[config.mk]
export PLATFORM = sky130hd
export DESIGN_NAME = pga_ram
export DESIGN_NICKNAME = d
export VERILOG_FILES = /design/src/rtl/core/pga_ram.sv
export SDC_FILE = /design/constraint.sdc
export NUM_CORES = 2
export LEC_CHECK = 0
export ABC_CLOCK_PERIOD_IN_PS = 2100
export BUFFER_PORTS_ARGS = -buffer_cell sky130_fd_sc_hd__buf_2
export CAP_MARGIN = 15
export CORE_ASPECT_RATIO = 1.1
export CORE_MARGIN = 8
export CORE_UTILIZATION = 50
export DETAILED_ROUTE_END_ITERATION = 6
export PLACE_DENSITY_LB_ADDON = 0.2
export SLEW_MARGIN = 25
export SYNTH_ARGS = -nofsm -noshare
export SYNTH_HDL_FRONTEND = slang
export SYNTH_SLANG_ARGS = --single-unit
export TNS_END_PERCENT = 1
[constraint.sdc]
create_clock -name clk -period 2.1 [get_ports clk]
set_input_delay 0.105 -clock clk [delete_from_list [all_inputs] [get_ports clk]]
set_output_delay 0.105 -clock clk [all_outputs]
set_load 0.01 [all_outputs]
[src/rtl/core/pga_ram.sv]
// Generic single-port-write, single-port-read RAM with registered read data.
module pga_ram #(
	parameter int WIDTH = 8,
	parameter int DEPTH = 256
) (
	input  logic                     clk,
	input  logic                     we,
	input  logic [$clog2(DEPTH)-1:0] waddr,
	input  logic [WIDTH-1:0]         wdata,
	input  logic                     re,
	input  logic [$clog2(DEPTH)-1:0] raddr,
	output logic [WIDTH-1:0]         rdata
);

	logic [WIDTH-1:0] mem [DEPTH];

	always_ff @(posedge clk) begin
		if (we) begin
			mem[waddr] <= wdata;
		end
		if (re) begin
			rdata <= mem[raddr];
		end
	end

endmodule

==> qor.yml <==
outcome:
  status: "finished with violations"
  violations: "negative setup slack"
sta:
  fmax_mhz: 430
  final.setup_skew_ns: 0.0400
  max_slew_margin_pct: 37.8
  rsz0062_at_grt: "yes"
  slew_viol_final: 0
  setup-tns-final_ns: -1.59
  tightest_slew_ns: 0.933
  final.min_clock_period_ns: 2.33
  finalSetupViolations: 8
  hold_violations: 0
  fin_crit_sh_pct: 111
  finalWorstSetupSlack_ns: -0.228
drt:
  wl_um: 203000
  vias_per_cell: 6.03
  vias: 40900
  drt_iter0_markers: 4291
  drc: 0
  ant_nets: 0
  wl_per_cell_um: 29.9
  first_pass_iters: 5
die:
  die_x_um: 397
  core_area_um2: 158000
  die_area_um2: 172000
  row_count: 153
  ios: 35
  start_util_pct: 50.4
  chipHeight_um: 435
critical_path:
  reg2regPathDepth: 8
  cp-end-kind: "register"
  crit_type: "reg -> reg"
  critPathRequiredTime_ns: 2.68
  r2r_end: "rdata[3]"
  path_max_fanout: 1
  r2r_slack_ns: -0.23
  r2r_start: "mem[19][3]"
  cp.arrival_ns: 2.90
  startpoint_type: "register"
clocking:
  cts_tree: "yes"
  htreeDepth: 4
  cts_buffers: 198
  worstSkewPairLatency_ns: 0.84
  clockBufferDepth: 3
  cts_root_buf: "clkbuf_16"
  path_clk_slew_ns: 0.06
  numClockSinks: 2056
yosys:
  synth_cell_types: 54
  synth_common_cells: "2056 x edfxtp_1, 454 x mux4_2, 282 x nor2_1, 134 x mux2i_1, 133 x a22oi_1"
  synth_top_family_by_area: "multiplexers"
  synth_nets: 3760
  netlist_instances: 3733
  synth-compound-area-share_pct: 3.42
  synth_xor_area_share_pct: 0
  synth_top_area_share_pct: 77.5
  yosysTopAreaCell: "edfxtp_1"
  synthArstFlopShare_pct: 0
  syn_area_per_cell_um2: 21.3
  syn_area_um2: 79600
  synthAdderAreaFrac_pct: 0
  yosys_warnings: 0
  synth-edff-count: 2056
  synthMuxAreaShare_pct: 14.6
  synth-main-ff-cell: "edfxtp_1"
  ys_seq_area_share_pct: 77.5
  synth_simple_gate_area_share_pct: 2.63
  ys_ff_latch: 2056
  ys_top_cells_by_area: "edfxtp_1 78%, mux4_2 13%, mux2i_1 1.7%"
  synth_most_common_cell: "edfxtp_1"
global_route:
  grt_antenna_before_repair: 11
  grt_pass1_vias: 41900
  overflow: 0
  grt_first_pass_wirelength_um: 294000
  grt_max_degree: 95
  grt_usage_pct: 23.6
pwr:
  cellPowerDensity_nw_per_um2: 895
  total_power_uw: 84800
  leakagePower_uw: 0.0309
  irDropWorstVdd_mv: 0.698
min_path:
  hold_start: "waddr[7]"
  whs_path_depth: 4
  hold_class: "in -> reg"
  min_to: "mem[15][3]"
place:
  dp_hpwl_um: 134000
  place.gp.congestion: 0.848
  pre_cts_ws_ns: -1.06
  port_buffers: 34
final_layout:
  multi_input_area_um2: 16800
  drive_gt1_share_pct: 34.0
  nets: 4556
  seq_area_um2: 61700
  nFillCells: 11400
  area_delta_synth_final_pct: 19.0
flow_run:
  cap_violations: 0
## report_power, final
part | internal (uW) | total, uW | switching, uW
Clock | 19500 | 34600 | 15100
Combinational | 2050 | 4960 | 2910
Sequential | 45200 | 45300 | 54.5
## layer usage
layer,track usage (%),vias to the layer above,routed length [um]
met4,9.16,2,8300
met3,4.29,330,16400
met2,38.3,1768,98300
li1,-,17300,-
met1,32.1,21500,80100
met5,0,-,11
## cell families after synthesis
group | count (synthesis)
buffers and inverters | 235
DFF | 2056
AOI/OAI and AO/OA | 385
and+or+nand+nor | 466
muxes | 591
## through the flow
stage / area (um^2) / util [%] / hold slack (ns) / cells
after global placement: 88000 / 55.7 / 0.401 / 6407
final: 94800 / 59.9 / 0.0765 / 6787
after floorplan: 79700 / - / 0.204 / 3733
after global routing: 94700 / 59.9 / 0.0668 / 6782
after CTS: 94700 / 59.9 / 0.0000602 / 6782
after detailed placement: 88100 / 55.7 / 0.406 / 6407
## how the worst max path moves through the flow
stage                           from       end  slack, ns  cells past startpoint
after floorplan             raddr[1]  rdata[2]      -0.01                      9
after global placement      raddr[0]  rdata[2]      -1.40                      9
after detailed placement    raddr[0]  rdata[2]      -1.06                      9
after CTS                 mem[19][3]  rdata[3]      -0.26                      8
after global routing      mem[51][2]  rdata[2]      -0.28                      6
final                     mem[19][3]  rdata[3]      -0.23                      8
## sequential cells by signal, indices dropped and copies added, names as in the netlist
name,count
mem,2048
rdata,8
## layout by cell type, fill, tap and decap left out, types with 9 or more instances in the layout
cell type	Yosys	final
a211oi_1	16	10
a21oi_1	96	96
a221oi_1	13	10
a22oi_1	133	131
buf_12	8	83
buf_2	31	22
buf_4	27	698
bufinv_16	0	16
clkbuf_1	111	47
clkbuf_16	0	200
clkinv_1	1	46
clkinv_2	0	30
dlygate4sd3_1	0	16
edfxtp_1	2056	2056
mux2i_1	134	134
mux4_2	454	455
nand2_1	33	33
nand3_1	34	33
nand4_1	10	10
nor2_1	282	276
nor2b_1	31	28
nor3_1	22	16
nor4_1	24	9
nor4_2	3	10
o211ai_1	10	10
o21ai_0	10	10
o221ai_1	46	44
o22ai_1	28	28
## cell type report
| type | instances | area share, % |
|---|---|---|
| flip-flops and latches | 2056 | 65.2 |
| multi-input cells | 1442 | 17.7 |
| repair buffers | 829 | 7.72 |
| clock buffers | 247 | 5.47 |
| well taps | 2092 | 2.76 |
| clock inverters | 113 | 1.15 |
| diodes | 6 | 0.0158 |
| inverters | 2 | 0.00792 |
## worst max-delay path: stages (launching register included)
cell      delay [ns]
edfxtp_1        0.38
mux4_2          0.53
a22o_1          0.21
a221oi_2        0.16
buf_4           0.16
o221ai_2        0.09
a211oi_2        0.27
buf_4           0.21
nor4_1          0.05
## repair_timing
item / 4_1_cts / 5_1_grt
gates cloned: 0 / 0
endpoints found under the setup margin: 8 / 8
endpoints found under the hold margin: 1497 / 0
hold buffers: 16 / 0
pin swaps: 14 / 11
setup buffers: 0 / 0
gates resized for setup: 37 / 10
(Power assumes the default switching activity.)
